===== config.mk =====
export PLATFORM = sky130hd
export DESIGN_NAME = resp_command_tokenizer_unit
export DESIGN_NICKNAME = d
export VERILOG_FILES = /design/src/rtl/rct_pkg.sv /design/src/rtl/rct_parser.sv /design/src/rtl/rct_out_buf.sv /design/src/rtl/resp_command_tokenizer_unit.sv
export VERILOG_INCLUDE_DIRS = /design/src /design/src/rtl
export SDC_FILE = /design/constraint.sdc
export NUM_CORES = 1
export LEC_CHECK = 0
export BUFFER_PORTS_ARGS = -buffer_cell sky130_fd_sc_hd__buf_2
export CORE_ASPECT_RATIO = 0.7
export CORE_MARGIN = 4
export CORE_UTILIZATION = 53
export DETAILED_ROUTE_END_ITERATION = 10
export PLACE_DENSITY_LB_ADDON = 0.3
export RECOVER_POWER = 50
export SLEW_MARGIN = 25
export SYNTH_ARGS = -nofsm -noshare
export SYNTH_HDL_FRONTEND = slang
export SYNTH_SLANG_ARGS = --single-unit

===== constraint.sdc =====
create_clock -name clk -period 9.53 [get_ports clk]
set_clock_uncertainty 0.2 [all_clocks]
set_input_delay 0.953 -clock clk [delete_from_list [all_inputs] [get_ports clk]]
set_output_delay 0.953 -clock clk [all_outputs]
set_load 0.005 [all_outputs]

===== src/rtl/resp_command_tokenizer_unit_macros.svh =====
// ---------------------------------------------------------------------------
// resp_command_tokenizer_unit_macros.svh
// assertion helpers for the command tokenizer
// ---------------------------------------------------------------------------
`ifndef RESP_COMMAND_TOKENIZER_UNIT_MACROS_SVH
`define RESP_COMMAND_TOKENIZER_UNIT_MACROS_SVH

// condition must hold at every edge out of reset
`define RCT_ASSERT_ALWAYS(lbl, cond, msg) \
    lbl: assert property (@(posedge clk) disable iff (!rst_n) (cond)) else $error(msg);

// consequent must hold in the cycle after the antecedent
`define RCT_ASSERT_NEXT(lbl, ante, cons, msg) \
    lbl: assert property (@(posedge clk) disable iff (!rst_n) (ante) |=> (cons)) \
        else $error(msg);

`endif


===== src/rtl/rct_pkg.sv =====
// ---------------------------------------------------------------------------
// rct_pkg
// shared types, codes and number parsing helpers of the command tokenizer
// ---------------------------------------------------------------------------
package rct_pkg;

    // result kinds
    localparam logic [2:0] KIND_BYTE    = 3'd0;
    localparam logic [2:0] KIND_END     = 3'd1;
    localparam logic [2:0] KIND_CANCEL  = 3'd2;
    localparam logic [2:0] KIND_CMD_END = 3'd3;
    localparam logic [2:0] KIND_CMD_ERR = 3'd4;

    // number parse phases
    localparam logic [1:0] PH_BLANK  = 2'd0;
    localparam logic [1:0] PH_SIGN   = 2'd1;
    localparam logic [1:0] PH_DIGITS = 2'd2;
    localparam logic [1:0] PH_DONE   = 2'd3;

    // characters
    localparam logic [7:0] CH_STAR   = 8'h2A;
    localparam logic [7:0] CH_DOLLAR = 8'h24;
    localparam logic [7:0] CH_PLUS   = 8'h2B;
    localparam logic [7:0] CH_MINUS  = 8'h2D;
    localparam logic [7:0] CH_0      = 8'h30;
    localparam logic [7:0] CH_9      = 8'h39;
    localparam logic [7:0] CH_CR     = 8'h0D;
    localparam logic [7:0] CH_LF     = 8'h0A;
    localparam logic [7:0] CH_TAB    = 8'h09;
    localparam logic [7:0] CH_SPACE  = 8'h20;

    localparam logic [30:0] MAG31     = 31'h7FFF_FFFF;
    localparam logic [1:0]  SKIP_CNT  = 2'd2;
    localparam int          RES_SLOTS = 3;

    // number being read, plus the held-back carriage return
    typedef struct packed {
        logic [30:0] value;
        logic [1:0]  phase;
        logic        neg;
        logic        err;
        logic        cr;
    } num_t;

    typedef struct packed {
        num_t num;
        logic done;
    } line_t;

    // up to three results of one transaction
    typedef struct packed {
        logic [1:0]                   cnt;
        logic [RES_SLOTS-1:0][2:0]    kind;
        logic [RES_SLOTS-1:0][7:0]    data;
    } res_bundle_t;

    function automatic logic is_blank(logic [7:0] c);
        return ((c >= CH_TAB) && (c <= CH_CR)) || (c == CH_SPACE);
    endfunction

    // accumulate one decimal digit with range check
    function automatic num_t num_digit(num_t n, logic [7:0] c);
        num_t        r;
        logic [34:0] v;
        logic [34:0] limit;
        r = n;
        v = ({4'd0, n.value} << 3) + ({4'd0, n.value} << 1) + {31'd0, c[3:0]};
        limit = n.neg ? 35'h0_8000_0000 : 35'h0_7FFF_FFFF;
        if (v > limit)
        begin
            r.err   = 1'b1;
            r.phase = PH_DONE;
        end
        else
        begin
            r.value = (v > {4'd0, MAG31}) ? MAG31 : v[30:0];
            r.phase = PH_DIGITS;
        end
        return r;
    endfunction

    // feed one character of number text
    function automatic num_t num_feed(num_t n, logic [7:0] c);
        num_t r;
        logic dig;
        r   = n;
        dig = (c >= CH_0) && (c <= CH_9);
        unique case (n.phase)
            PH_BLANK:
            begin
                if (is_blank(c))
                    r = n;
                else if ((c == CH_PLUS) || (c == CH_MINUS))
                begin
                    r.neg   = (c == CH_MINUS);
                    r.phase = PH_SIGN;
                end
                else if (dig)
                    r = num_digit(n, c);
                else
                begin
                    r.err   = 1'b1;
                    r.phase = PH_DONE;
                end
            end
            PH_SIGN:
            begin
                if (dig)
                    r = num_digit(n, c);
                else
                begin
                    r.err   = 1'b1;
                    r.phase = PH_DONE;
                end
            end
            PH_DIGITS:
            begin
                if (dig)
                    r = num_digit(n, c);
                else
                    r.phase = PH_DONE;
            end
            PH_DONE:
                r = n;
        endcase
        return r;
    endfunction

    // one byte of a number line; done marks the closing cr lf
    function automatic line_t line_byte(num_t n, logic [7:0] c);
        line_t r;
        r.num  = n;
        r.done = 1'b0;
        if (n.cr)
        begin
            if (c == CH_LF)
            begin
                r.num.cr = 1'b0;
                r.done   = 1'b1;
            end
            else
            begin
                // lone cr counts as number text
                r.num = num_feed(n, CH_CR);
                if (c != CH_CR)
                begin
                    r.num.cr = 1'b0;
                    r.num    = num_feed(r.num, c);
                end
            end
        end
        else if (c == CH_CR)
            r.num.cr = 1'b1;
        else
            r.num = num_feed(n, c);
        return r;
    endfunction

endpackage


===== src/rtl/rct_parser.sv =====
// ---------------------------------------------------------------------------
// rct_parser
// parse state registers and per-byte next state and result logic
// ---------------------------------------------------------------------------
module rct_parser
(
    input  logic                 clk,
    input  logic                 rst_n,
    input  logic                 fire,
    input  logic [7:0]           in_byte,
    input  logic                 last_byte,
    output rct_pkg::res_bundle_t res
);

    typedef enum logic [3:0]
    {
        MODE_FIRST,
        MODE_GAP,
        MODE_WORD,
        MODE_COUNT,
        MODE_DOLLAR,
        MODE_LEN,
        MODE_DATA,
        MODE_SKIP,
        MODE_DONE,
        MODE_ERROR
    } mode_t;

    mode_t          mode_reg, mode_next;
    rct_pkg::num_t  num_reg, num_next;
    logic [30:0]    elements_reg, elements_next;
    logic [30:0]    bytes_reg, bytes_next;
    logic [1:0]     skip_reg, skip_next;

    // next state and results of one byte
    always_comb
    begin
        rct_pkg::line_t line;
        logic [30:0]    el_dec;
        logic [30:0]    by_dec;
        logic [1:0]     cnt;

        mode_next     = mode_reg;
        num_next      = num_reg;
        elements_next = elements_reg;
        bytes_next    = bytes_reg;
        skip_next     = skip_reg;
        res           = '0;
        cnt           = 2'd0;
        line          = rct_pkg::line_byte(num_reg, in_byte);
        el_dec        = elements_reg - 31'd1;
        by_dec        = bytes_reg - 31'd1;

        unique case (mode_reg)
            MODE_FIRST, MODE_GAP, MODE_WORD:
            begin
                if ((mode_reg == MODE_FIRST) && (in_byte == rct_pkg::CH_STAR))
                begin
                    num_next  = '0;
                    mode_next = MODE_COUNT;
                end
                else if (rct_pkg::is_blank(in_byte))
                begin
                    if (mode_reg == MODE_WORD)
                    begin
                        res.kind[cnt] = rct_pkg::KIND_END;
                        cnt = cnt + 2'd1;
                    end
                    mode_next = MODE_GAP;
                end
                else
                begin
                    res.kind[cnt] = rct_pkg::KIND_BYTE;
                    res.data[cnt] = in_byte;
                    cnt = cnt + 2'd1;
                    mode_next = MODE_WORD;
                end
            end
            MODE_COUNT:
            begin
                num_next = line.num;
                if (line.done)
                begin
                    if (line.num.err || (line.num.phase < rct_pkg::PH_DIGITS))
                        mode_next = MODE_ERROR;
                    else if (line.num.neg || (line.num.value == 31'd0))
                        mode_next = MODE_DONE;
                    else
                    begin
                        elements_next = line.num.value;
                        mode_next     = MODE_DOLLAR;
                    end
                end
            end
            MODE_DOLLAR:
            begin
                if (in_byte == rct_pkg::CH_DOLLAR)
                begin
                    num_next  = '0;
                    mode_next = MODE_LEN;
                end
                else
                    mode_next = MODE_DONE;
            end
            MODE_LEN:
            begin
                num_next = line.num;
                if (line.done)
                begin
                    if (line.num.err || (line.num.phase < rct_pkg::PH_DIGITS))
                        mode_next = MODE_ERROR;
                    else if (line.num.neg && (line.num.value != 31'd0))
                        mode_next = MODE_DONE;
                    else if (line.num.value == 31'd0)
                    begin
                        // empty token, then close the element
                        res.kind[cnt] = rct_pkg::KIND_END;
                        cnt = cnt + 2'd1;
                        elements_next = el_dec;
                        if (el_dec == 31'd0)
                            mode_next = MODE_DONE;
                        else
                        begin
                            skip_next = rct_pkg::SKIP_CNT;
                            mode_next = MODE_SKIP;
                        end
                    end
                    else
                    begin
                        bytes_next = line.num.value;
                        mode_next  = MODE_DATA;
                    end
                end
            end
            MODE_DATA:
            begin
                res.kind[cnt] = rct_pkg::KIND_BYTE;
                res.data[cnt] = in_byte;
                cnt = cnt + 2'd1;
                bytes_next = by_dec;
                if (by_dec == 31'd0)
                begin
                    res.kind[cnt] = rct_pkg::KIND_END;
                    cnt = cnt + 2'd1;
                    elements_next = el_dec;
                    if (el_dec == 31'd0)
                        mode_next = MODE_DONE;
                    else
                    begin
                        skip_next = rct_pkg::SKIP_CNT;
                        mode_next = MODE_SKIP;
                    end
                end
            end
            MODE_SKIP:
            begin
                skip_next = skip_reg - 2'd1;
                if (skip_next == 2'd0)
                    mode_next = MODE_DOLLAR;
            end
            default:
                mode_next = mode_reg;
        endcase

        // command end closes open tokens and resets the parse
        if (last_byte)
        begin
            if (mode_next == MODE_WORD)
            begin
                res.kind[cnt] = rct_pkg::KIND_END;
                cnt = cnt + 2'd1;
            end
            if ((mode_next == MODE_DATA) && (mode_reg == MODE_DATA))
            begin
                res.kind[cnt] = rct_pkg::KIND_CANCEL;
                cnt = cnt + 2'd1;
            end
            res.kind[cnt] = (mode_next == MODE_ERROR) ? rct_pkg::KIND_CMD_ERR
                                                      : rct_pkg::KIND_CMD_END;
            cnt = cnt + 2'd1;
            mode_next     = MODE_FIRST;
            num_next      = '0;
            elements_next = 31'd0;
            bytes_next    = 31'd0;
            skip_next     = 2'd0;
        end
        res.cnt = cnt;
    end

    // parse state
    always_ff @(posedge clk or negedge rst_n)
    begin
        if (!rst_n)
        begin
            mode_reg     <= MODE_FIRST;
            num_reg      <= '0;
            elements_reg <= 31'd0;
            bytes_reg    <= 31'd0;
            skip_reg     <= 2'd0;
        end
        else if (fire)
        begin
            mode_reg     <= mode_next;
            num_reg      <= num_next;
            elements_reg <= elements_next;
            bytes_reg    <= bytes_next;
            skip_reg     <= skip_next;
        end
    end

endmodule


===== src/rtl/rct_out_buf.sv =====
// ---------------------------------------------------------------------------
// rct_out_buf
// result register holding up to three results, drained one per transaction
// ---------------------------------------------------------------------------
module rct_out_buf
(
    input  logic                 clk,
    input  logic                 rst_n,
    input  logic                 load,
    input  rct_pkg::res_bundle_t res,
    output logic                 free,
    output logic                 m_axis_tvalid,
    input  logic                 m_axis_tready,
    output logic [7:0]           m_axis_tdata,   // out_byte
    output logic [2:0]           m_axis_tuser    // kind
);

    logic [1:0]                          cnt_reg;
    logic [rct_pkg::RES_SLOTS-1:0][2:0]  kind_reg;
    logic [rct_pkg::RES_SLOTS-1:0][7:0]  data_reg;
    logic                                pop;

    assign m_axis_tvalid = (cnt_reg != 2'd0);
    assign m_axis_tdata  = data_reg[0];
    assign m_axis_tuser  = kind_reg[0];
    assign pop           = m_axis_tvalid && m_axis_tready;

    // empty after this cycle
    assign free = (cnt_reg == 2'd0) || ((cnt_reg == 2'd1) && pop);

    // fill count
    always_ff @(posedge clk or negedge rst_n)
    begin
        if (!rst_n)
            cnt_reg <= 2'd0;
        else if (load)
            cnt_reg <= res.cnt;
        else if (pop)
            cnt_reg <= cnt_reg - 2'd1;
    end

    // result slots, shifted toward the head on each transaction
    always_ff @(posedge clk)
    begin
        if (load)
        begin
            kind_reg <= res.kind;
            data_reg <= res.data;
        end
        else if (pop)
        begin
            kind_reg[0] <= kind_reg[1];
            kind_reg[1] <= kind_reg[2];
            data_reg[0] <= data_reg[1];
            data_reg[1] <= data_reg[2];
        end
    end

endmodule


===== src/rtl/resp_command_tokenizer_unit.sv =====
// ---------------------------------------------------------------------------
// resp_command_tokenizer_unit: byte stream command tokenizer
// path: byte in input register, parsed into the result register when that is free
// throughput: 1 byte per cycle unless the result register is still draining
// reset: rst_n clears parse state, input valid and result count at once
// ---------------------------------------------------------------------------
`include "resp_command_tokenizer_unit_macros.svh"

module resp_command_tokenizer_unit
(
    input  logic       clk,
    input  logic       rst_n,
    input  logic       s_axis_tvalid,
    output logic       s_axis_tready,
    input  logic [7:0] s_axis_tdata,    // in_byte
    input  logic       s_axis_tlast,    // last_byte
    output logic       m_axis_tvalid,
    input  logic       m_axis_tready,
    output logic [7:0] m_axis_tdata,    // out_byte
    output logic [2:0] m_axis_tuser     // kind
);

    logic                 in_valid_reg;
    logic [7:0]           in_byte_reg;
    logic                 in_last_reg;
    logic                 buf_free;
    logic                 parse_fire;
    rct_pkg::res_bundle_t res;

    assign parse_fire    = in_valid_reg && buf_free;
    assign s_axis_tready = !in_valid_reg || parse_fire;

    // input register valid
    always_ff @(posedge clk or negedge rst_n)
    begin
        if (!rst_n)
            in_valid_reg <= 1'b0;
        else if (s_axis_tready)
            in_valid_reg <= s_axis_tvalid;
    end

    // input register payload
    always_ff @(posedge clk)
    begin
        if (s_axis_tvalid && s_axis_tready)
        begin
            in_byte_reg <= s_axis_tdata;
            in_last_reg <= s_axis_tlast;
        end
    end

    rct_parser u_parser
    (
        .clk       (clk),
        .rst_n     (rst_n),
        .fire      (parse_fire),
        .in_byte   (in_byte_reg),
        .last_byte (in_last_reg),
        .res       (res)
    );

    rct_out_buf u_out_buf
    (
        .clk           (clk),
        .rst_n         (rst_n),
        .load          (parse_fire),
        .res           (res),
        .free          (buf_free),
        .m_axis_tvalid (m_axis_tvalid),
        .m_axis_tready (m_axis_tready),
        .m_axis_tdata  (m_axis_tdata),
        .m_axis_tuser  (m_axis_tuser)
    );

    // a held byte stays put until the result register frees up
    `RCT_ASSERT_NEXT(a_in_hold, in_valid_reg && !parse_fire,
                     in_valid_reg && $stable(in_byte_reg), "input byte lost while stalled")

    // the last byte of a command always yields a command end or command error result
    `RCT_ASSERT_NEXT(a_last_result, parse_fire && in_last_reg, m_axis_tvalid,
                     "no result after last byte")

    // only defined kinds leave the block
    `RCT_ASSERT_ALWAYS(a_kind_range, !m_axis_tvalid || (m_axis_tuser <= rct_pkg::KIND_CMD_ERR),
                       "undefined result kind")

endmodule


# Word-level counts from Yosys, hierarchy flattened
# Cells that the tools add are included.
dict set report totals {
  reg_bits 133
  elab_cells 265
}
dict set report classes {
  order_cmp 15
  n_mux 139
  add_sub_neg 11
  n_eq_ne 36
  bitwise 6
  reduce_logical 41
}
# op n
set ops {}
lappend ops {{31-bit 2-to-1 mux} 25}
lappend ops {{36-bit 2-to-1 mux} 10}
lappend ops {{36-bit case mux with 4 select lines} 2}
lappend ops {{36-bit case mux with 3 select lines} 1}
lappend ops {{31-bit logical NOT} 3}
lappend ops {{31-bit case mux with 3 select lines} 1}
lappend ops {{34-bit by 32-bit adder with 35-bit output} 2}
lappend ops {{35-bit by 4-bit adder with 35-bit output} 2}
lappend ops {{35-bit by 31-bit greater-than comparator with 1-bit output, second input constant} 2}
lappend ops {{35-bit greater-than comparator} 2}
lappend ops {{35-bit 2-to-1 mux} 2}
lappend ops {{32-bit 2-to-1 mux} 2}
lappend ops {{31-bit case mux with 2 select lines} 1}
lappend ops {{31-bit by 1-bit subtractor with 31-bit output, second input constant} 2}
lappend ops {{2-bit 2-to-1 mux} 27}
lappend ops {{4-bit 2-to-1 mux} 13}
lappend ops {{8-bit by 6-bit equality test with 1-bit output, second input constant} 5}
lappend ops {{9-bit 2-to-1 mux} 4}
lappend ops {{8-bit 2-to-1 mux} 4}
lappend ops {{31-bit nonzero test} 1}
lappend ops {{3-bit 2-to-1 mux} 10}
lappend ops {{4-bit case mux with 6 select lines} 1}
lappend ops {{1-bit 2-to-1 mux} 23}
lappend ops {{4-bit by 3-bit equality test with 1-bit output, second input constant} 5}
lappend ops {{44 further kinds} 98}

# Depth between registers and ports, before layout
# Gate-level depths: netlist of run 1.
dict set report logic_depth {
  depth_word 39
  mapped_depth 33
  mapped_depth_nobuf 32
}

# By module
# A second synthesis of run 1 with hierarchy kept.
dict set report unflattened {
  cells_unflattened 1638
  hier_area_um2 13666.9
}
# module n_inst area_each_um2 cells_each
set modules_own_cells {}
lappend modules_own_cells {rct_parser 1 11828.8 1537}
lappend modules_own_cells {rct_out_buf 1 1507.7 87}
lappend modules_own_cells {resp_command_tokenizer_unit 1 330.3 14}

# Worst setup path before layout of run 1
# OpenSTA, ideal clock, no wires.
dict set report synth_path {
  kind {register to register}
  from {register in_byte_reg[3]}
  to {register u_out_buf.kind_reg (netlist bit u_out_buf.m_axis_tuser[0]), data pin}
  required_ps 9071
  n_path_buf 0
  path_stages_with_launch 31
  t_arrival_ps 6821
  setup_slack_ps 2250
  path_cell_list {edfxtp_1 -> fa_1 -> fa_1 -> a211oi_2 -> o21ai_1 -> a211o_1 -> a21oi_2 -> o311a_1 -> xnor2_1 -> ha_1 -> a21oi_1 -> o21ai_0 -> nor2_1 -> nand4_1 -> o41ai_1 -> o21ai_0 -> o41ai_4 -> o21ai_1 -> or3_1 -> o21ai_0 -> a221o_1 -> nor4_4 -> a21oi_1 -> inv_1 -> ha_1 -> o21a_1 -> ha_1 -> inv_1 -> and3_1 -> o2bb2ai_1 -> a211o_1}
}
dict set report synth_between {
  elab_chain_len 31
}
# item line_no
set synth_rtl {}
lappend synth_rtl {{start: declaration} resp_command_tokenizer_unit.sv:24} ;# logic [7:0] in_byte_reg;
lappend synth_rtl {{start signal: assignment} resp_command_tokenizer_unit.sv:47} ;# in_byte_reg <= s_axis_tdata;
lappend synth_rtl {{branches (longest 29 deep; another with 35-bit by 4-bit adder with 35-bit output)} n/a}
lappend synth_rtl {{6-bit 2-to-1 mux *} rct_parser.sv:166} ;# if (last_byte)
lappend synth_rtl {{6-bit 2-to-1 mux *} rct_out_buf.sv:45} ;# if (load)
lappend synth_rtl {{end signal: assignment} rct_out_buf.sv:47} ;# kind_reg <= res.kind;
lappend synth_rtl {{end: declaration} rct_out_buf.sv:19} ;# logic [rct_pkg::RES_SLOTS-1:0][2:0] kind_reg;
# Every way passes the cells marked *. The select of a mux whose other input is x is not followed.
# A chain may end at the register's enable or synchronous reset.

# Worst setup path in the final report of run 1
# Same ends and word-level chain as after synthesis.

==> summary.md, run 1 <==
| Metric | Value |
|---|---|
| Status | `complete, but fails checks` |
| Failing checks | `capacitance limit, slew limit` |
| Vias | `12,800` |
| Synth top area share | `21.3%` |
| Final TNS setup | `0 ns` |
| Cell Int Power | `1.26 mW` |
| Final GP Congestion | `0.974` |
| CTS Buf Count | `17` |
| Slowest-stage cell, CP | `a311oi_1` |
| Final Setup Violations | `0` |
| Slew Limit Fails | `110` |
| Simple-gate share of the synthesized area | `25.9%` |
| Layout Utilization | `58.4%` |
| Fmax | `115 MHz` |
| RSZ-0062 raised after global routing | `false` |
| Clock power frac | `31.3%` |
| CP Max Fanout | `9` |
| Mapped Avg Cell Area | `7.70 µm²` |
| Syn Inst Count | `1,631` |
| Die Y | `137 µm` |
| Post-Synth XOR/XNOR Area | `2.86%` |
| Nets | `1,732` |
| Synth area leader | `dfrtp_1` |
| Mapped Nets | `1,759` |
| Delay-heaviest family, CP | `compound AO/OA/AOI/OAI gates` |
| N_diodes | `0` |
| HP Class | `reg2reg` |
| Cells after DPL | `1,897` |
| Count leader, synth | `nor2_1` |
| Maxcap violations | `2` |
| Core area | `0.0230 mm²` |
| Final Non-Filler Cells | `1,929` |
| Adder-Cell Fraction of Synth Area | `11.6%` |
| Global route overflow | `0` |
| Filler Cell Count | `2,123` |
| Ys flop type | `dfrtp_1` |
| PD cells | `155 mW/mm²` |
| Clock latency on the worst-skew pair | `0.44 ns` |
| Via/cell ratio | `6.64` |
| Asr flop ratio synth | `80.5%` |
| CTS Sinks | `133` |
| First-pass GRT wire length | `63.4 mm` |
| Rel. slew slack | `-143%` |
| Psw | `0.809 mW` |
| Port buffer count | `25` |
| Met2 GRT Util | `41.9%` |
| Detailed Place HPWL | `29.3 mm` |
| Number of flops mapped to enable cells by yosys | `26` |
| CTS tree | `done` |
| Initial DRC count | `1,682` |
| Post-route antenna net violation count | `0` |
| Initial Util | `54.7%` |
| Largest stage delay, worst path | `0.63 ns` |
| Main combinational cell family by area after synthesis | `compound AO/OA/AOI/OAI gates` |
| Sequential Area | `0.00346 mm²` |
| M3 GR Usage | `8.08%` |
| Routed wire length | `39.9 mm` |
| Critical path arrival | `8.67 ns` |
| Max reg flops | `36` |
| Die W | `192 µm` |
| Hold buffer count at CTS | `0` |
| Sequential share of power | `34.4%` |
| Worst-Margin Slew | `3.64 ns` |
| Drt wl/cell | `20.7 µm` |
| Minimum clock period after layout | `8.68 ns` |
| GR Layer Usage met1 | `46.7%` |
| Area of the multi-input gates | `0.00858 mm²` |
| Share of synthesized area occupied by flip-flops and latches | `27.5%` |
| CP endpoint kind | `register` |
| Die area | `0.0263 mm²` |
| Area Overhead vs Synth | `6.69%` |
| CTS root buffer | `clkbuf_16` |
| Sw Ratio | `39.1%` |
| CTS Buffer Depth | `2` |
| DRC Markers | `0` |
| Startpoint types | `register` |
| Synth warn | `0` |
| Share of cells above drive strength 1 | `6.12%` |
| Synthesized area | `0.0126 mm²` |
| Synth top cells by count | `219 x nor2_1, 178 x o21ai_0, 146 x a21oi_1` |
| All-Layer GR Usage | `30.5%` |
| Yosys reg bits | `133` |
| Pre-antenna DRT Iters | `5` |
| CTS HTree Levels | `4` |
| Largest net degree at the start of global routing | `67` |
| Hold WS | `0.276 ns` |
| Vias in the first global route | `11,400` |
| Synth area leaders | `dfrtp_1 21%, ha_1 11%, o21ai_0 7.1%` |
| Post-synthesis compound-gate area fraction | `27.2%` |
| IR drop worst, VDD | `0.136 mV` |
| Setup CP Type | `reg2reg` |
| Row count | `46` |
| Clock transition at path regs | `0.06 ns` |
| Worst path bufs/invs | `1` |
| Distinct cells, synth | `92` |
| IO Pins | `26` |
| Combinational share of power | `34.3%` |
| Proportion of synthesized area in mux cells | `0.498%` |
| Initial antenna violation count | `0` |
| P_leak | `5.87 nW` |
| Setup Buffers After CTS | `0` |
| CP Data Required Time | `9.51 ns` |
| Fin crit share | `91.1%` |
| CTS resizes | `0` |
| Most frequent cell on the critical path | `ha_1` |
| Grt peak-use layer | `met1` |
| Final Hold Fails | `0` |
-- metrics by stage --
| stage | power, mW | setup WS [ns] | cell area (µm²) |
|---|---|---|---|
| CTS | 2.07 | 1.07 | 13400 |
| global placement | 1.41 | 1.48 | 12800 |
| floorplan | 1.22 | 2.25 | 12600 |
| global route | 2.19 | 0.229 | 13400 |
| detailed placement | 1.42 | 1.10 | 12800 |
| finish | 2.07 | 0.847 | 13400 |
-- area by class of cell --
cell class              count  area share (%)
clock buffers              19            3.39
clock inverters            13           0.915
multi-input cells        1367            64.0
well taps                 312            2.91
flip-flops and latches    133            25.8
repair buffers             42            1.75
inverters                  43            1.20
-- layer usage --
layer	share of wire [%]	wire, µm
met1	46	18500
met2	40	16000
met3	11	4380
met4	2.5	990
met5	0	0
-- worst paths after layout --
kind                                                  start                                     to  slack (ns)  cells after the start
max reg2reg                        in_byte_reg[3]$_DFFE_PP_    u_out_buf.m_axis_tuser[0]$_DFFE_PP_        0.85                     27
min in group asynchronous                             rst_n       u_out_buf.cnt_reg[1]$_DFFE_PN0P_        1.01                      1
min                        u_parser.skip_reg[1]$_DFFE_PN0P_       u_parser.skip_reg[1]$_DFFE_PN0P_        0.28                      2
max in group asynchronous                             rst_n  u_parser.elements_reg[17]$_DFFE_PN0P_        3.72                      2
min reg2reg                u_parser.skip_reg[1]$_DFFE_PN0P_       u_parser.skip_reg[1]$_DFFE_PN0P_        0.28                      2
max                                in_byte_reg[3]$_DFFE_PP_    u_out_buf.m_axis_tuser[0]$_DFFE_PP_        0.85                     27
-- cell usage in the layout (no fill, tap or decap), types with 12 or more instances in the layout --
master / count
nor2_1: 218
o21ai_0: 175
a21oi_1: 146
nand2_1: 142
ha_1: 113
dfrtp_1: 107
nor3_1: 52
inv_1: 42
o21ai_1: 37
nor4_1: 35
nand4_1: 29
xnor2_1: 27
edfxtp_1: 26
nand3_1: 24
a31oi_1: 20
a22o_1: 20
or3_1: 18
clkbuf_16: 18
nand2b_1: 17
o21a_1: 17
a21o_1: 16
and2_1: 16
buf_4: 16
xor2_1: 14
buf_2: 14
and3_1: 13
clkbuf_1: 13
nor2b_1: 12
o31ai_1: 12
-- cell families (layout without fill, tap and decap cells) --
family | count (synthesis) | after routing
XOR/XNOR | 41 | 41
AND/OR/NAND/NOR | 653 | 653
AO/OA/AOI/OAI | 552 | 552
multiplexers | 6 | 6
adder cells (fa/ha/maj) | 115 | 115
flip-flops | 133 | 133
buffers and inverters | 131 | 117
-- tightest hold or removal path: cells and delay by family (launching register included) --
family | cells | cell delay, ns
flops | 1 | 0.34
compound gates | 1 | 0.05
simple gates | 1 | 0.05
-- power groups by stage --
stage,Combinational [mW],Sequential [mW],Clock [mW]
floorplan,0.519,0.702,0
global placement,0.690,0.720,0
detailed placement,0.698,0.721,0
CTS,0.705,0.712,0.655
global route,0.786,0.720,0.685
finish,0.711,0.713,0.648
No activity file was read; power rests on OpenSTA's default activity.
==> run 2: changes to the inputs <==
==> constraint.sdc (replaced) <==
create_clock -name clk -period 8.65 [get_ports clk]
set_clock_uncertainty 0.2 [all_clocks]
set_input_delay 0.865 -clock clk [delete_from_list [all_inputs] [get_ports clk]]
set_output_delay 0.865 -clock clk [all_outputs]
set_load 0.005 [all_outputs]
==> run 2 against run 1 <==
Net effect: the run still ends with capacitance limit, slew limit left; sequential cell count did not move; critical path depth rose by 2; clock power rose by 9.1%; sequential power rose by 10%; total power rose by 10%; global-route usage barely moved; setup slack got worse by 0.49 ns; core utilization rose by 0.40 points; first-iteration DRC count fell by 16%; register-to-register slack got worse by 0.49 ns; maximum frequency rose by 4.7%; final area rose by 0.68%; largest power group is now combinational cells.
==> summary.md, run 2 (synthesis gave the netlist of run 1 again) <==
| Metric | Value |
|---|---|
| Final GP Congestion | `0.961 (-1.4%)` |
| Layout Utilization | `58.8% (+0.40 points)` |
| PD cells | `170 mW/mm² (+9.7%)` |
| Cell Area, Placed | `0.0129 mm² (+0.35%)` |
| Largest net degree at the start of global routing | `56 (-16%)` |
| Initial Util | `54.7% (unchanged)` |
| Slowest-stage cell, CP | `fa_1` |
| P_leak | `5.93 nW (+0.96%)` |
| Via/cell ratio | `6.72 (+1.2%)` |
| Largest stage delay, worst path | `0.57 ns (-0.06 ns)` |
| Die Y | `137 µm (unchanged)` |
| Post-route antenna net violation count | `0 (unchanged)` |
| Vias | `13,000 (+1.7%)` |
| CTS root buffer | `clkbuf_16` |
| Fin crit share | `95.9% (+4.8 points)` |
| Hold buffer count at CTS | `0 (unchanged)` |
| Die W | `192 µm (unchanged)` |
| Pre-antenna DRT Iters | `6 (+1)` |
| IO Pins | `26 (unchanged)` |
| CTS Sinks | `133 (unchanged)` |
| Most frequent cells in the layout | `217 x nor2_1, 174 x o21ai_0, 145 x a21oi_1` |
| Initial antenna violation count | `0 (unchanged)` |
| Failing checks | `capacitance limit, slew limit` |
| Port buffer count | `25 (unchanged)` |
| Clock latency on the worst-skew pair | `0.44 ns (about the same)` |
| Area Overhead vs Synth | `7.42%` |
| Row count | `46 (unchanged)` |
| Slew Limit Fails | `110 (unchanged)` |
| CP Data Required Time | `8.64 ns (-0.87 ns)` |
| First-pass GRT wire length | `63.7 mm (+0.59%)` |
| Core area | `0.0230 mm² (unchanged)` |
| Die area | `0.0263 mm² (unchanged)` |
| CTS Buffer Depth | `2 (unchanged)` |
| Clock transition at path regs | `0.06 ns (about the same)` |
| Final Hold Fails | `0 (unchanged)` |
| Most common cell after layout, fill and taps aside | `nor2_1` |
| Most frequent cell on the critical path | `ha_1` |
| IR drop worst, VDD | `0.168 mV (+24%)` |
| Share of cells above drive strength 1 | `7.31% (+1.2 points)` |
| Final Power | `2.29 mW (+10%)` |
| Maxcap violations | `2 (unchanged)` |
| Status | `complete, but fails checks` |
| Nets | `1,742 (+0.58%)` |
| Max reg flops | `36 (unchanged)` |
| Global route overflow | `0 (unchanged)` |
| Detailed Place HPWL | `29.6 mm (+0.98%)` |
| Startpoint types | `register` |
| HP Class | `reg2reg` |
| Initial DRC count | `1,414 (-16%)` |
| Final instance area | `0.0135 mm² (+0.68%)` |
| Worst-Margin Slew | `3.13 ns (-0.512 ns)` |
| Critical path arrival | `8.28 ns (-0.39 ns)` |
| Fmax | `121 MHz (+4.7%)` |
| Hold WS | `0.300 ns (+0.0234 ns)` |
| CP Max Fanout | `5 (-4)` |
| Final Setup Violations | `0 (unchanged)` |
| All-Layer GR Usage | `30.5% (+0.036 points)` |
| CTS tree | `done` |
| CTS Buf Count | `17 (unchanged)` |
| Routed wire length | `40.3 mm (+1.0%)` |
| Minimum clock period after layout | `8.29 ns (-0.390 ns)` |
| Vias in the first global route | `11,500 (+1.2%)` |
| Rel. slew slack | `-109% (+34 points)` |
| CTS HTree Levels | `4 (unchanged)` |
| DRC Markers | `0 (unchanged)` |
| CP endpoint kind | `register` |
| Setup CP Type | `reg2reg` |
| Drt wl/cell | `20.8 µm (+0.52%)` |
| N_diodes | `0 (unchanged)` |
-- run 2: worst paths after layout --
path | start | end | slack, ns | depth (start not counted)
worst max-delay path | in_byte_reg[3]$_DFFE_PP_ | u_out_buf.m_axis_tuser[0]$_DFFE_PP_ | 0.36 | 29
worst min-delay path | u_parser.skip_reg[1]$_DFFE_PN0P_ | u_parser.skip_reg[1]$_DFFE_PN0P_ | 0.30 | 2
worst max register to register | in_byte_reg[3]$_DFFE_PP_ | u_out_buf.m_axis_tuser[0]$_DFFE_PP_ | 0.36 | 29
worst min register to register | u_parser.skip_reg[1]$_DFFE_PN0P_ | u_parser.skip_reg[1]$_DFFE_PN0P_ | 0.30 | 2
max in group asynchronous | rst_n | u_parser.elements_reg[25]$_DFFE_PN0P_ | 3.15 | 2
min in group asynchronous | rst_n | u_parser.num_reg[0]$_DFFE_PN0P_ | 1.26 | 1
-- run 2: power breakdown --
part           switching (mW)  internal (mW)  total (mW)  leakage [nW]
combinational           0.545          0.253       0.799          3.92
clock                   0.329          0.378       0.707         0.271
sequential             0.0515          0.734       0.785          1.74
total                   0.926           1.36        2.29          5.93
-- run 2: final cells by class --
class                           count  area (µm²)
Tap cell                          312         390
Inverter                           43         161
Timing Repair Buffer               52         313
Fill cell                        2108        9470
Clock inverter                     15         133
Multi-Input combinational cell   1367        8620
Clock buffer                       17         425
Sequential cell                   133        3460
-- run 2: through the flow --
step,TNS [ns],instances,setup slack (ns)
global placement,0,1903,0.616
finish,0,1939,0.357
global route,-0.00299,1939,-0.00299
floorplan,0,1631,1.37
CTS,0,1935,0.189
detailed placement,0,1903,0.207
-- run 2: what timing repair did --
item                                    in CTS  in global routing
endpoints found under the hold margin        0                  0
resized for setup                            0                  6
buffers inserted                             0                  4
endpoints found under the setup margin       0                 10
-- run 2: critical path: cells and delay by family, from the launching register on --
kind                     cells  cell delay [ns]
XOR/XNOR                     1             0.20
adder cells (fa/ha/maj)      5             1.93
buffers and inverters        3             0.32
AO/OA/AOI/OAI               12             2.78
AND/OR/NAND/NOR              8             2.12
flip-flops                   1             0.48
-- run 2: layer usage --
layer / track usage, % / wire, µm / up-vias
met1: 46.1 / 18300 / 6131
met4: 9.46 / 1080 / 0
met2: 42.2 / 16100 / 796
met5: 0 / 0 / -
li1: - / - / 6027
met3: 8.08 / 4730 / 82
==> run 3: changes to the inputs <==
--- a/config.mk
+++ b/config.mk
@@ -7,9 +7,11 @@
 export NUM_CORES = 1
 export LEC_CHECK = 0
 export BUFFER_PORTS_ARGS = -buffer_cell sky130_fd_sc_hd__buf_2
+export CELL_PAD_IN_SITES_DETAIL_PLACEMENT = 1
+export CELL_PAD_IN_SITES_GLOBAL_PLACEMENT = 1
 export CORE_ASPECT_RATIO = 0.7
 export CORE_MARGIN = 4
-export CORE_UTILIZATION = 53
+export CORE_UTILIZATION = 49
 export DETAILED_ROUTE_END_ITERATION = 10
 export PLACE_DENSITY_LB_ADDON = 0.3
 export RECOVER_POWER = 50
==> run 3 against run 2 <==
Net effect: the flow still finishes with violations (capacitance limit, slew limit); hold slack improved by 0.018 ns; final cell count up 1.0%; sequential cell count is the same; setup slack improved by 0.060 ns; via count grew 2.1%; non-clock buffer count rose by 6; critical path type unchanged; critical endpoint unchanged; highest routed layer unchanged.
==> summary.md, run 3 (synthesis gave the netlist of run 1 again) <==
| Metric | Value |
|---|---|
| Fmax | `121 MHz (+0.72%)` |
| Minimum clock period after layout | `8.23 ns (-0.0595 ns)` |
| Drt wl/cell | `24.3 µm (+17%)` |
| Worst r2r src | `in_byte_reg[3]$_DFFE_PP_` |
| Nets | `1,748 (+0.34%)` |
| P_leak | `5.94 nW (+0.28%)` |
| Worst r2r path cells | `29 (unchanged)` |
| CP endpoint kind | `register` |
| Setup CP Type | `reg2reg` |
| Via/cell ratio | `6.79 (+1.0%)` |
| IR drop worst, VDD | `0.143 mV (-15%)` |
| Final TNS setup | `0 ns (unchanged)` |
| Startpoint types | `register` |
| CTS root buffer | `clkbuf_16` |
| R2r setup slk | `0.42 ns (+0.06 ns)` |
| Final Power | `2.37 mW (+3.7%)` |
| Die Y | `142 µm (+3.8%)` |
| Global route overflow | `0 (unchanged)` |
| Routed wire length | `47.6 mm (+18%)` |
| Slowest-stage cell, CP | `fa_1` |
| IO Pins | `26 (unchanged)` |
| Initial Util | `50.4% (-4.3 points)` |
| Largest stage delay, worst path | `0.58 ns (about the same)` |
| Hold depth | `2 (unchanged)` |
| Maxcap violations | `2 (unchanged)` |
| Place WS | `0.162 ns (-0.0447 ns)` |
| Failing checks | `capacitance limit, slew limit` |
| DRC Markers | `0 (unchanged)` |
| Final GP Congestion | `0.978 (+1.8%)` |
| Rel. slew slack | `-135% (-27 points)` |
| Most common cell after layout, fill and taps aside | `nor2_1` |
| Hold buffer count at CTS | `0 (unchanged)` |
| CTS Buf Count | `17 (unchanged)` |
| CP Data Required Time | `8.64 ns (about the same)` |
| Clock transition at path regs | `0.06 ns (about the same)` |
| Status | `complete, but fails checks` |
| Filler Cell Count | `3,095 (+47%)` |
| Worst setup endpoint | `u_out_buf.m_axis_tuser[0]$_DFFE_PP_` |
| First-pass GRT wire length | `75.2 mm (+18%)` |
| CTS Buffer Depth | `2 (unchanged)` |
| Die area | `0.0283 mm² (+7.7%)` |
| Initial antenna violation count | `0 (unchanged)` |
| Largest net degree at the start of global routing | `58 (+3.6%)` |
| Post-route antenna net violation count | `0 (unchanged)` |
| HP Class | `reg2reg` |
| PD cells | `175 mW/mm² (+3.1%)` |
| Reg2reg end | `u_out_buf.m_axis_tuser[0]$_DFFE_PP_` |
| Vias in the first global route | `13,100 (+14%)` |
| Clock latency on the worst-skew pair | `0.44 ns (about the same)` |
| Crit path launch | `in_byte_reg[3]$_DFFE_PP_` |
| Critical path arrival | `8.22 ns (-0.06 ns)` |
| CP Max Fanout | `8 (+3)` |
| Worst-Margin Slew | `3.53 ns (+0.400 ns)` |
| Most frequent cells in the layout | `217 x nor2_1, 172 x o21ai_0, 144 x a21oi_1` |
| Max reg flops | `36 (unchanged)` |
| Setup ws final | `0.417 ns (+0.0595 ns)` |
| Pre-antenna DRT Iters | `5 (-1)` |
| Die W | `199 µm (+3.8%)` |
| Core area | `0.0249 mm² (+8.5%)` |
| Final Setup Violations | `0 (unchanged)` |
| CTS Sinks | `133 (unchanged)` |
| Final instance area | `0.0136 mm² (+0.53%)` |
| Final Hold Fails | `0 (unchanged)` |
| Slew Limit Fails | `110 (unchanged)` |
| CTS tree | `done` |
| Most frequent cell on the critical path | `ha_1` |
| All-Layer GR Usage | `33.4% (+2.9 points)` |
| Area Overhead vs Synth | `7.99%` |
| Share of cells above drive strength 1 | `7.47% (+0.16 points)` |
| Detailed Place HPWL | `34.8 mm (+18%)` |
| Initial DRC count | `1,356 (-4.1%)` |
| Row count | `48 (+4.3%)` |
| Cell Area, Placed | `0.0130 mm² (+0.55%)` |
| Port buffer count | `25 (unchanged)` |
| Fin crit share | `95.2% (-0.69 points)` |
| CTS HTree Levels | `4 (unchanged)` |
| Vias | `13,300 (+2.1%)` |
| Hold WS | `0.317 ns (+0.0176 ns)` |
-- run 3: cell count changes in the layout (fill, tap and decap cells not counted), sizes merged --
cell      previous run  this run
diode                0         1
bufinv               0         2
buf                 42        48
clkinv               5         4
clkinvlp             2         6
inv                 51        43
clkbuf              27        30
-- run 3: through the flow --
stage / cells / util [%]
after CTS: 1955 / 54.3
after floorplan: 1631 / -
final: 1959 / 54.4
after global routing: 1958 / 54.4
after global placement: 1923 / 52.0
after detailed placement: 1923 / 52.0
-- run 3: how the worst min path moves through the flow --
stage | from | slack, ns | to
CTS | u_parser.skip_reg[0]$_DFFE_PN0P_ | 0.31 | u_parser.skip_reg[0]$_DFFE_PN0P_
global placement | u_parser.skip_reg[1]$_DFFE_PN0P_ | 0.27 | u_parser.skip_reg[1]$_DFFE_PN0P_
global route | u_parser.skip_reg[0]$_DFFE_PN0P_ | 0.33 | u_parser.skip_reg[0]$_DFFE_PN0P_
floorplan | u_parser.skip_reg[1]$_DFFE_PN0P_ | 0.25 | u_parser.skip_reg[1]$_DFFE_PN0P_
detailed placement | u_parser.skip_reg[0]$_DFFE_PN0P_ | 0.30 | u_parser.skip_reg[0]$_DFFE_PN0P_
finish | u_parser.skip_reg[1]$_DFFE_PN0P_ | 0.32 | u_parser.skip_reg[1]$_DFFE_PN0P_
-- run 3: final cells by class --
class                   count  area (µm²)  area share, %
diodes                      1        2.50         0.0184
clock buffers              20         437           3.22
clock inverters            12         131          0.968
inverters                  43         161           1.19
multi-input cells        1367        8620           63.5
flip-flops and latches    133        3460           25.5
well taps                 325         407           3.00
repair buffers             58         357           2.63
-- run 3: what timing repair did --
item                       in CTS  in global routing
setup endpoints to repair       0                 10
gates resized for setup         0                  7
setup buffers                   0                  3
-- run 3: report_power, final --
group          leakage, nW  internal, mW  switching (mW)  total (mW)
Combinational         3.95         0.256           0.598       0.855
Sequential            1.74         0.734          0.0561       0.790
Clock                0.256         0.423           0.306       0.730
-- run 3: critical path: cells and delay by family (launching register included) --
family          cells  cell delay [ns]
simple gates       10             2.40
fa+ha+maj           6             2.31
flops               1             0.52
compound gates     10             2.11
buf+inv             2             0.15
xor+xnor            1             0.27
-- run 3: per-layer routing --
metal	track usage, %	vias up	wire [µm]
li1	-	6019	-
met1	49.2	6678	22000
met2	49.6	535	20700
met3	7.48	75	3840
met4	8.68	0	1090
met5	0	-	0
